File: src/rtl/fbv_pkg.sv
// Package for the frustum box visibility block.
// Holds widths, codes and shared types; no dependencies.
package fbv_pkg;

  localparam int NUM_PLANES   = 6;
  localparam int BOX_CORNERS  = 8;
  localparam int COORD_W      = 16;
  localparam int PROD_W       = 2 * COORD_W;
  localparam int SUM_W        = PROD_W + 3;
  localparam int BEHIND_LIMIT = 8388;
  localparam int PLANE_W      = 64;
  localparam int CORNER_W     = $clog2(BOX_CORNERS);
  localparam int PIU_W        = 3;

  // Test selector codes carried on the input tuser.
  localparam logic [1:0] FUNC_POINT  = 2'd0;
  localparam logic [1:0] FUNC_BOX    = 2'd1;
  localparam logic [1:0] FUNC_CORNER = 2'd2;

  // Visibility codes.
  localparam logic [1:0] VIS_INVISIBLE = 2'd0;
  localparam logic [1:0] VIS_PARTIAL   = 2'd1;
  localparam logic [1:0] VIS_FULL      = 2'd2;

  // Register index on the configuration port and the planes_in_use reset value.
  localparam logic [2:0] REG_PLANES_IN_USE = 3'd6;
  localparam logic [PIU_W-1:0] PIU_RESET   = 3'd6;

  typedef logic [2:0][COORD_W-1:0] coord3_t;

  typedef struct packed {
    logic       valid;
    logic [1:0] func;
  } ctrl_t;

endpackage

File: src/rtl/fbv_merge.sv
// Merge stage: combines the behind flags of all plane lanes into a visibility
// code, keeps the streamed-corner state, and holds the output register.
// Depends on fbv_pkg.
module fbv_merge import fbv_pkg::*; (
  input  logic                                 clk_i,
  input  logic                                 rst_ni,
  input  logic                                 advance_i,
  input  ctrl_t                                ctrl_i,
  input  logic [NUM_PLANES-1:0][BOX_CORNERS-1:0] behind_i,
  input  logic [PIU_W-1:0]                     planes_in_use_i,
  output logic                                 valid_o,
  output logic [1:0]                           vis_o
);

  logic [NUM_PLANES-1:0] active;
  logic [PIU_W-1:0]      n_active;
  logic [NUM_PLANES-1:0] all_q, all_d, any_q, any_d;
  logic [NUM_PLANES-1:0] all_now, any_now, corner_b;
  logic [CORNER_W-1:0]   cnt_q, cnt_d;
  logic                  valid_d, valid_q;
  logic [1:0]            vis_d, vis_q;
  logic                  last_corner;

  assign n_active = (planes_in_use_i > PIU_W'(NUM_PLANES)) ? PIU_W'(NUM_PLANES)
                                                           : planes_in_use_i;

  always_comb begin
    for (int p = 0; p < NUM_PLANES; p++) begin
      active[p]   = (PIU_W'(p) < n_active);
      corner_b[p] = behind_i[p][0];
    end
  end

  assign last_corner = (cnt_q == CORNER_W'(BOX_CORNERS - 1));

  always_comb begin
    all_d   = all_q;
    any_d   = any_q;
    cnt_d   = cnt_q;
    valid_d = 1'b0;
    vis_d   = VIS_FULL;
    all_now = '0;
    any_now = '0;
    case (ctrl_i.func)
      FUNC_POINT: begin
        valid_d = ctrl_i.valid;
        if ((corner_b & active) != '0) begin
          vis_d = VIS_INVISIBLE;
        end
      end
      FUNC_BOX, FUNC_CORNER: begin
        for (int p = 0; p < NUM_PLANES; p++) begin
          if (ctrl_i.func == FUNC_BOX) begin
            all_now[p] = &behind_i[p];
            any_now[p] = |behind_i[p];
          end else begin
            all_now[p] = all_q[p] & corner_b[p];
            any_now[p] = any_q[p] | corner_b[p];
          end
        end
        if ((all_now & active) != '0) begin
          vis_d = VIS_INVISIBLE;
        end else if ((any_now & active) != '0) begin
          vis_d = VIS_PARTIAL;
        end
        if (ctrl_i.func == FUNC_BOX) begin
          valid_d = ctrl_i.valid;
        end else if (ctrl_i.valid) begin
          if (last_corner) begin
            valid_d = 1'b1;
            all_d   = '1;
            any_d   = '0;
            cnt_d   = '0;
          end else begin
            all_d = all_now;
            any_d = any_now;
            cnt_d = cnt_q + CORNER_W'(1);
          end
        end
      end
      default: begin
        valid_d = 1'b0;
      end
    endcase
  end

  always_ff @(posedge clk_i or negedge rst_ni) begin
    if (!rst_ni) begin
      all_q   <= '1;
      any_q   <= '0;
      cnt_q   <= '0;
      valid_q <= 1'b0;
    end else if (advance_i) begin
      all_q   <= all_d;
      any_q   <= any_d;
      cnt_q   <= cnt_d;
      valid_q <= valid_d;
    end
  end

  always_ff @(posedge clk_i) begin
    if (advance_i) begin
      vis_q <= vis_d;
    end
  end

  assign valid_o = valid_q;
  assign vis_o   = vis_q;

  // An unused selector never yields a result.
  assert property (@(posedge clk_i) disable iff (!rst_ni)
    (advance_i && ctrl_i.valid && ctrl_i.func != FUNC_POINT && ctrl_i.func != FUNC_BOX
     && ctrl_i.func != FUNC_CORNER) |=> !valid_q)
    else $error("fbv_merge: result produced for an unused selector");

  // The eighth corner closes the box and restarts the corner count.
  assert property (@(posedge clk_i) disable iff (!rst_ni)
    (advance_i && ctrl_i.valid && ctrl_i.func == FUNC_CORNER && last_corner)
      |=> (cnt_q == '0 && valid_q && any_q == '0))
    else $error("fbv_merge: corner state not cleared after the eighth corner");

  // A plane with every received corner behind it has at least one corner behind it.
  assert property (@(posedge clk_i) disable iff (!rst_ni)
    (cnt_q != '0) |-> ((all_q & ~any_q) == '0))
    else $error("fbv_merge: all-behind flag set without any-behind flag");

  // Before the eighth corner, corner items only advance the count.
  assert property (@(posedge clk_i) disable iff (!rst_ni)
    (advance_i && ctrl_i.valid && ctrl_i.func == FUNC_CORNER && !last_corner)
      |=> (!valid_q && cnt_q == $past(cnt_q) + CORNER_W'(1)))
    else $error("fbv_merge: early corner produced a result or lost count");

endmodule

File: config.mk
export PLATFORM = sky130hd
export DESIGN_NAME = fbv_merge
export DESIGN_NICKNAME = d
export VERILOG_FILES = /design/src/rtl/fbv_pkg.sv /design/src/rtl/fbv_merge.sv
export SDC_FILE = /design/constraint.sdc
export NUM_CORES = 1
export LEC_CHECK = 0
export BUFFER_PORTS_ARGS = -buffer_cell sky130_fd_sc_hd__buf_2
export CAP_MARGIN = 15
export CORE_MARGIN = 2
export CORE_UTILIZATION = 40
export CTS_CLUSTER_SIZE = 40
export DETAILED_ROUTE_END_ITERATION = 8
export GPL_TIMING_DRIVEN = 1
export PLACE_DENSITY = 0.67
export SLEW_MARGIN = 25
export SYNTH_ARGS = -nofsm -noshare
export SYNTH_HDL_FRONTEND = slang
export SYNTH_SLANG_ARGS = --single-unit
File: constraint.sdc
create_clock -name clk_i -period 1.6 [get_ports clk_i]
set_input_delay 0.16 -clock clk_i [delete_from_list [all_inputs] [get_ports clk_i]]
set_output_delay 0.16 -clock clk_i [all_outputs]
set_load 0.03 [all_outputs]
Word-level counts from Yosys, hierarchy flattened
Index checks and enable logic that the tools add are counted.

cells by class
  equal/unequal tests = 3
  divide/modulo/power cells = 0
  bitwise operators = 16
  $add $sub $neg = 1
  muxes and demuxes = 36
  shifts and indexed selects = 0
  magnitude comparators = 7
  multipliers = 0
  reduce and logical (&&, ||, !) cells = 18

operator list
  operator                                              number
  AND reduction 8 bit                                   6
  OR reduction 8 bit                                    6
  2-to-1 mux 1 bit                                      27
  AND 6 bit                                             3
  nonzero test 6 bit                                    3
  2-to-1 mux 6 bit                                      2
  AND 1 bit                                             6
  < comparator 1 x 3 -> 1 bit (first input constant)    2
  < comparator 2 x 3 -> 1 bit (first input constant)    2
  < comparator 3 bit (first input constant)             2
  2-to-1 mux 2 bit                                      3
  2-to-1 mux 3 bit                                      2
  OR 1 bit                                              6
  case mux 2 bit (2 select lines)                       1
  AND reduction 4 bit                                   1
  adder 3 x 1 -> 3 bit (second input constant)          1
  equality test 3 bit (second input constant)           1
  > comparator 3 bit (second input constant)            1
  equality test 2 x 1 -> 1 bit (second input constant)  1
  equality test 2 bit (second input constant)           1
  logical NOT 2 bit                                     1
  case mux 1 bit (2 select lines)                       1
  OR reduction 2 bit                                    1
  inverter 1 bit                                        1

word-level totals
  bits in read-only memories = 0
  logic and storage cells = 86
  bits in latches = 0
  register bits = 18
  memories = 0
  memory bits (writable) = 0
  input bits = 57

Depth between registers and ports, before layout
Gate-level depths: netlist (run 1).

  word-level depth = 8
  depth in mapped cells = 9
  mapped depth without buffers = 7

Worst setup path before layout (run 1)
OpenSTA, ideal clock, no wires.

  path kind = input to register
  from = in ctrl_i[1] in the netlist's numbering
  to = reg vis_q[0], in the netlist vis_o[0], data pin
  setup slack = 0.087 ns
  stages on the path = 8
  setup time = 0.149 ns
  arrival = 1.364 ns
  buffers on the path = 2
  cells stage by stage = inv_1 ha_1 buf_6 buf_12 o22ai_1 a222oi_1 nand4_1 nor3b_2

on the way
  longest elaborated chain between the ends = 8
  elaborated cells between the ends (all ways) = 35

ends and longest elaborated chain
  item                               line                              source
  from (decl)                        fbv_merge.sv:8                    input ctrl_t ctrl_i,
  equality test 2 x 1 -> 1 bit       fbv_merge.sv:44, fbv_merge.sv:53
  2-to-1 mux 1 bit                   fbv_merge.sv:53                   if (ctrl_i.func == FUNC_BOX) begin
  2-to-1 mux 1 bit                   fbv_merge.sv:44                   case (ctrl_i.func)
  AND 6 bit                          fbv_merge.sv:63                   end else if ((any_now & active) != '0) begin
  nonzero test 6 bit                 fbv_merge.sv:63
  2-to-1 mux 2 bit                   fbv_merge.sv:63
  2-to-1 mux 2 bit                   fbv_merge.sv:61                   if ((all_now & active) != '0) begin
  case mux 2 bit (2 select lines) *  fbv_merge.sv:44
  via vis_d[0]                       fbv_merge.sv:21                   logic [1:0] vis_d, vis_q;
  to (signal assigned)               fbv_merge.sv:103                  vis_q <= vis_d;
  to (decl)                          fbv_merge.sv:21

Mark *: on every way through the listed nets, which the timed path passes. The rest lies on a longest branch. The select of a mux whose other input is x is not followed.
A chain may end at the register's enable or synchronous reset.

Worst setup path in the final report (run 1)
  from = in ctrl_i[1] in the netlist's numbering
  to = reg vis_q[1], in the netlist vis_o[1], data pin

The elaborated chain is that of the path after synthesis.

==> results.sh, run 1 <==
export IMPL_dieArea_um2=3710
export IMPL_io_pins=60
export IMPL_antennaDiodeCount=0
export IMPL_drive_above_1_share=0.349
export IMPL_place_hpwl_mm=2.94
export IMPL_antenna_found_initial=0
export IMPL_syn_avg_cell_area_um2=7.95
export IMPL_avgRoutedWirePerCell_um=13.1
export IMPL_grt_max_degree=30
export IMPL_synth_nets=225
export IMPL_rows=20
export IMPL_root_buffer="clkbuf_4"
export IMPL_vias_per_cell=5.61
export IMPL_worst_slew_pin_slew_ps=385
export IMPL_grt_pass1_wl_mm=5.89
export IMPL_fin_hold_ws_ps=140
export IMPL_die_w_um=60.9
export IMPL_overflow=0
export IMPL_p_leak_nw=0.816
export IMPL_worstSetupPathType="primary input to register"
export IMPL_wl_mm=3.61
export IMPL_port_buffers=59
export IMPL_cts_buffers=3
export IMPL_fillerInstances=306
export IMPL_design_area_um2=1730
export IMPL_synthesis_instances=163
export IMPL_ir_drop_v=0.000525
export IMPL_cp_end_kind="register"
export IMPL_status="complete, no violations"
export IMPL_startpoint_type="primary input"
export IMPL_finalSetupViolations=0
export IMPL_setup_slack_ps=157
export IMPL_synth_edf_count=2
export IMPL_synth_ff_type="dfrtp_1"
export IMPL_die_y_um=60.9
export IMPL_grt_setup_unrepaired="false"
export IMPL_p_per_area_nw_per_um2=744
export IMPL_skew_ps=9.13
export IMPL_ys_types=35
export IMPL_clock_path_buffers=2
export IMPL_ys_seq_elements=18
export IMPL_post_cts_setup_buffers=0
export IMPL_core_area_um2=3080
export IMPL_htreeDepth=1
export IMPL_dpl_worst_slack_ps=-156
export IMPL_hold_viol=0
export IMPL_place_congestion=0.842
export IMPL_initial_core_util=0.421
export IMPL_crit_required_ps=1640
export IMPL_cts_tree="yes"
export IMPL_rr_worst_depth=5
export IMPL_slew_headroom=0.743
export IMPL_yosysWarningCount=0
export IMPL_drtAntennaViolNets=0
export IMPL_first_global_vias=1453
export IMPL_area_growth_pct=33.5
export IMPL_placed_cell_area_um2=1690
export IMPL_fin_total_pwr_w=0.00129
export IMPL_min_path_type="primary input to register"
export IMPL_clock_latency_ps=300
export IMPL_fin_crit_sh=0.902
export IMPL_drc_errors=0
export IMPL_synth_area_um2=1300
export IMPL_vias=1547
export IMPL_drv_slew=0
export IMPL_drtIter0Drc=32
export IMPL_seq_area_frac_synth=0.361
export IMPL_cap_violations=0
export IMPL_min_delay_path_depth=1
export IMPL_critPathMaxFanout=29
export IMPL_firstDrtPassIters=4
export IMPL_period_needed_ps=1440
export IMPL_synthArstFlopShare=0.889
export IMPL_critical_path_arrival_ps=1490
export IMPL_fmax_mhz=693
export IMPL_cts_sinks=18
export IMPL_nets=295
export IMPL_clkTransAtPathRegs_ps=110
export IMPL_track_usage=0.212
metal layers:
metal,vias up,share of wire,track usage
met3,6,0.075,0.0490
met2,66,0.50,0.382
met5,-,0,0
li1,754,-,-
met1,721,0.42,0.239
met4,0,0.013,0.0839
through the flow:
step	instances	utilization	setup TNS (ps)
after detailed placement	271	0.550	-270
after CTS	276	0.562	0
after global routing	276	0.562	0
final	276	0.562	0
after global placement	271	0.550	-149
after floorplan	163	-	0
cell usage in the layout (no fill, tap or decap):
| cell type | netlist | layout |
|---|---|---|
| a211oi_1 | 2 | 2 |
| buf_12 | 1 | 1 |
| ha_1 | 5 | 5 |
| dfstp_2 | 6 | 6 |
| inv_1 | 18 | 18 |
| a21o_1 | 2 | 2 |
| buf_2 | 1 | 59 |
| nor4_1 | 7 | 7 |
| nand4b_1 | 1 | 1 |
| nand3b_1 | 1 | 1 |
| o21bai_1 | 1 | 1 |
| nor3_1 | 7 | 7 |
| edfxtp_1 | 2 | 2 |
| dlygate4sd3_1 | 0 | 1 |
| a222oi_1 | 1 | 1 |
| o21ai_0 | 14 | 14 |
| and3_1 | 1 | 1 |
| and2_1 | 1 | 1 |
| nand4_1 | 17 | 17 |
| inv_2 | 1 | 1 |
| nor2_1 | 14 | 14 |
| a21oi_1 | 16 | 16 |
| buf_4 | 0 | 10 |
| and4_1 | 1 | 1 |
| clkbuf_4 | 0 | 3 |
| o311ai_1 | 2 | 2 |
| a32oi_1 | 1 | 1 |
| clkbuf_1 | 3 | 1 |
| nor3b_1 | 1 | 1 |
| dfrtp_1 | 10 | 10 |
| a31oi_1 | 4 | 4 |
| o22ai_1 | 6 | 6 |
| a22oi_1 | 1 | 1 |
| nor2b_1 | 2 | 2 |
| o21ai_1 | 3 | 3 |
| nor3b_2 | 1 | 1 |
| nand2_1 | 8 | 8 |
where the power goes:
part / leakage, nW / total, W / switching, W / internal [W]
clock: 0.0150 / 0.000238 / 0.000141 / 0.0000970
combinational: 0.613 / 0.000419 / 0.000231 / 0.000189
sequential: 0.188 / 0.000630 / 0.0000442 / 0.000585
total: 0.816 / 0.00129 / 0.000416 / 0.000871
path summary, 6_finish.rpt:
| path | slack, ps | endpoint | start |
|---|---|---|---|
| hold / removal | 140 | vis_o[1]$_DFFE_PP_ | advance_i |
| min in group asynchronous | 300 | any_q[1]$_DFFE_PN0P_ | rst_ni |
| hold reg to reg | 490 | cnt_q[1]$_DFFE_PN0P_ | cnt_q[1]$_DFFE_PN0P_ |
| setup / recovery | 160 | vis_o[1]$_DFFE_PP_ | ctrl_i[1] |
| max in group asynchronous | 970 | all_q[2]$_DFFE_PN1P_ | rst_ni |
| setup reg to reg | 200 | vis_o[1]$_DFFE_PP_ | any_q[1]$_DFFE_PN0P_ |
state kept, by name, summed over array words and instances (netlist names):
| name | count |
|---|---|
| all_q | 6 |
| any_q | 6 |
| cnt_q | 3 |
| vis_o | 2 |
| valid_o | 1 |
cells by family after synthesis:
group / Yosys count / share of synthesized area
adder cells (fa/ha/maj): 5 / 0.0483
flip-flops: 18 / 0.361
AO/OA/AOI/OAI: 53 / 0.238
buffers and inverters: 25 / 0.0917
AND/OR/NAND/NOR: 62 / 0.261
what timing repair did:
action	in CTS	in global routing
endpoints found under the hold margin	10	0
hold buffers	1	0
resized for setup	0	0
cells in the mapped netlist (2+ instances only):
| cell type | n | area share |
|---|---|---|
| nand4_1 | 17 | 0.082 |
| nor4_1 | 7 | 0.034 |
| nor2_1 | 14 | 0.041 |
| dfrtp_1 | 10 | 0.19 |
| a21oi_1 | 16 | 0.062 |
| o311ai_1 | 2 | 0.014 |
| clkbuf_1 | 3 | 0.0087 |
| nand2_1 | 8 | 0.023 |
| o21ai_1 | 3 | 0.012 |
| a31oi_1 | 4 | 0.019 |
| nor2b_1 | 2 | 0.0097 |
| edfxtp_1 | 2 | 0.046 |
| o21ai_0 | 14 | 0.054 |
| o22ai_1 | 6 | 0.029 |
| inv_1 | 18 | 0.052 |
| a211oi_1 | 2 | 0.012 |
| dfstp_2 | 6 | 0.12 |
| ha_1 | 5 | 0.048 |
| nor3_1 | 7 | 0.027 |
| a21o_1 | 2 | 0.012 |
layout make-up:
type	instances	area (um^2)	area share
Inverter	19	71.3	0.0412
Tap cell	44	55.1	0.0318
Sequential cell	18	468	0.270
Timing Repair Buffer	71	400	0.231
Clock buffer	4	26.3	0.0152
Multi-Input combinational cell	120	709	0.410
critical path: stages:
cell and delay [ps]:
buf_2 100, inv_1 70, ha_1 190, buf_12 170
nor2_1 60, a31oi_1 190, nor4_1 70, o311ai_1 320
o21ai_1 140
Power figures use the tool's default switching activity.
==> run 2, diff against run 1 <==
--- a/config.mk
+++ b/config.mk
@@ -7,7 +7,6 @@
 export LEC_CHECK = 0
 export BUFFER_PORTS_ARGS = -buffer_cell sky130_fd_sc_hd__buf_2
 export CAP_MARGIN = 15
-export CORE_MARGIN = 2
 export CORE_UTILIZATION = 40
 export CTS_CLUSTER_SIZE = 40
 export DETAILED_ROUTE_END_ITERATION = 8
==> run 2 against run 1 <==
- fmax rose by 1.8%
- die area fell by 6.5%
- global-route usage rose by 1.8 points
- clock-buffer cell count fell by 1
- register-to-register slack improved by 20 ps
- flip-flop and latch count did not move
- critical path type unchanged
- utilization rose by 0.46 points
- sequential share of layout area did not move
==> results.sh, run 2 (synthesis results as in run 1) <==
export IMPL_nets=295
export IMPL_status="complete, no violations"
export IMPL_fin_setup_tns_ps=0
export IMPL_worst_path_dominant_cell_family="compound AO/OA/AOI/OAI gates"
export IMPL_timing_rr_start="any_q[1]$_DFFE_PN0P_"
export IMPL_area_growth_pct=33.5
export IMPL_layoutNonFillerInstCount=276
export IMPL_drive_above_1_share=0.349
export IMPL_drtIter0Drc=68
export IMPL_antennaDiodeCount=0
export IMPL_slew_headroom=0.740
export IMPL_port_buffers=59
export IMPL_critPathMaxFanout=30
export IMPL_pwr_share_seq=0.489
export IMPL_worstHoldEndpoint="valid_o$_DFFE_PN0P_"
export IMPL_die_w_um=58.9
export IMPL_vias=1529
export IMPL_rows=20
export IMPL_cp_end_kind="register"
export IMPL_pwr_share_clk=0.188
export IMPL_register_area_um2=468
export IMPL_period_needed_ps=1420
export IMPL_p_int_w=0.000864
export IMPL_p_leak_nw=0.816
export IMPL_overflow=0
export IMPL_place_hpwl_mm=2.90
export IMPL_ir_drop_v=0.000376
export IMPL_max_stage_delay_ps=310
export IMPL_grt_pass1_wl_mm=5.97
export IMPL_critical_path_arrival_ps=1480
export IMPL_rr_worst_depth=5
export IMPL_dieArea_um2=3470
export IMPL_holdCritStartpoint="advance_i"
export IMPL_post_cts_setup_buffers=0
export IMPL_vias_per_cell=5.54
export IMPL_worst_slew_pin_slew_ps=390
export IMPL_drv_slew=0
export IMPL_finalSetupViolations=0
export IMPL_initial_core_util=0.425
export IMPL_firstDrtPassIters=4
export IMPL_drc_errors=0
export IMPL_r2r_end="vis_o[1]$_DFFE_PP_"
export IMPL_p_sw_w=0.000423
export IMPL_root_buffer="clkbuf_4"
export IMPL_clkTransAtPathRegs_ps=110
export IMPL_cts_sinks=18
export IMPL_final_cell_mix="buf_2 (59), inv_1 (18), nand4_1 (17)"
export IMPL_min_delay_path_depth=2
export IMPL_fillerInstances=309
export IMPL_hold_viol=0
export IMPL_wl_mm=3.65
export IMPL_track_usage=0.230
export IMPL_place_congestion=0.841
export IMPL_crit_buf_inv=3
export IMPL_cts_buffers=3
export IMPL_clock_latency_ps=310
export IMPL_reg_top3="all_q (6), any_q (6), cnt_q (3)"
export IMPL_cap_violations=0
export IMPL_cts_tree="yes"
export IMPL_first_global_vias=1387
export IMPL_min_path_type="primary input to register"
export IMPL_avgRoutedWirePerCell_um=13.2
export IMPL_crit_required_ps=1660
export IMPL_p_per_area_nw_per_um2=744
export IMPL_grt_setup_unrepaired="false"
export IMPL_drtAntennaViolNets=0
export IMPL_core_area_um2=3050
export IMPL_place_inst=271
export IMPL_fin_crit_sh=0.886
export IMPL_fmax_mhz=705
export IMPL_worstSetupPathType="primary input to register"
export IMPL_htreeDepth=1
export IMPL_r2r_setup_slack_ps=220
export IMPL_critical_path_cell_chain="buf_2 -> inv_1 -> ha_1 -> buf_12 -> nor2_1 -> a31oi_1 -> nor4_1 -> o311ai_1 -> o21ai_1"
export IMPL_skew_ps=4.20
export IMPL_worst_path_max_delay_cell="o311ai_1"
export IMPL_grt_max_degree=31
export IMPL_die_y_um=58.9
export IMPL_clock_path_buffers=2
export IMPL_io_pins=60
export IMPL_multi_input_area_um2=709
export IMPL_switching_share=0.329
export IMPL_power_frac_comb=0.323
export IMPL_startpoint_type="primary input"
export IMPL_antenna_found_initial=0
export IMPL_final_common_cell="buf_2"
run 2: cell count changes in the layout (fill, tap and decap cells not counted), sizes merged:
cell and change:
clkbuf -1, clkinv +1
run 2: routing by layer:
metal / part of all wire / GRT usage / wire length, um / vias to the layer above
met5: 0 / 0 / 0 / -
met4: 0.026 / 0.122 / 95 / 0
met3: 0.072 / 0.0264 / 261 / 9
met2: 0.47 / 0.380 / 1710 / 76
met1: 0.43 / 0.293 / 1580 / 693
li1: - / - / - / 751
run 2: repair_timing:
item | in CTS | in global routing
hold buffers | 1 | 0
gates resized for setup | 0 | 0
hold endpoints to repair | 10 | 0
run 2: worst max-delay path by stage:
| stage | endpoint | slack [ps] | depth (start not counted) | from |
|---|---|---|---|---|
| global route | vis_o[0]$_DFFE_PP_ | 50 | 9 | ctrl_i[1] |
| floorplan | vis_o[0]$_DFFE_PP_ | 90 | 8 | ctrl_i[1] |
| CTS | vis_o[1]$_DFFE_PP_ | 190 | 9 | ctrl_i[1] |
| global placement | vis_o[1]$_DFFE_PP_ | -80 | 9 | ctrl_i[1] |
| finish | vis_o[1]$_DFFE_PP_ | 180 | 9 | ctrl_i[1] |
| detailed placement | vis_o[1]$_DFFE_PP_ | -140 | 9 | ctrl_i[1] |
run 2: cell type report:
| cell class | instances | area share |
|---|---|---|
| Clock inverter | 1 | 0.00217 |
| Tap cell | 44 | 0.0318 |
| Timing Repair Buffer | 71 | 0.231 |
| Sequential cell | 18 | 0.270 |
| Inverter | 19 | 0.0412 |
| Multi-Input combinational cell | 120 | 0.410 |
| Clock buffer | 3 | 0.0130 |
run 2: power by group through the flow:
stage | clock network, W | registers, W | logic (W)
final | 0.000242 | 0.000629 | 0.000416
after global routing | 0.000281 | 0.000640 | 0.000483
after CTS | 0.000251 | 0.000629 | 0.000420
after detailed placement | 0 | 0.000638 | 0.000416
after global placement | 0 | 0.000635 | 0.000398
after floorplan | 0 | 0.000642 | 0.000224
run 2: stage by stage:
stage / hold WS (ps) / instance area, um^2 / util / total power [W] / setup slack, ps
5_1_grt: 124 / 1730 / 0.567 / 0.00140 / 54.0
3_5_place_dp: 104 / 1690 / 0.555 / 0.00105 / -136
3_3_place_gp: 103 / 1690 / 0.555 / 0.00103 / -75.9
4_1_cts: 109 / 1730 / 0.567 / 0.00130 / 188
2_1_floorplan: -136 / 1300 / - / 0.000866 / 86.5
6_report: 117 / 1730 / 0.567 / 0.00129 / 182
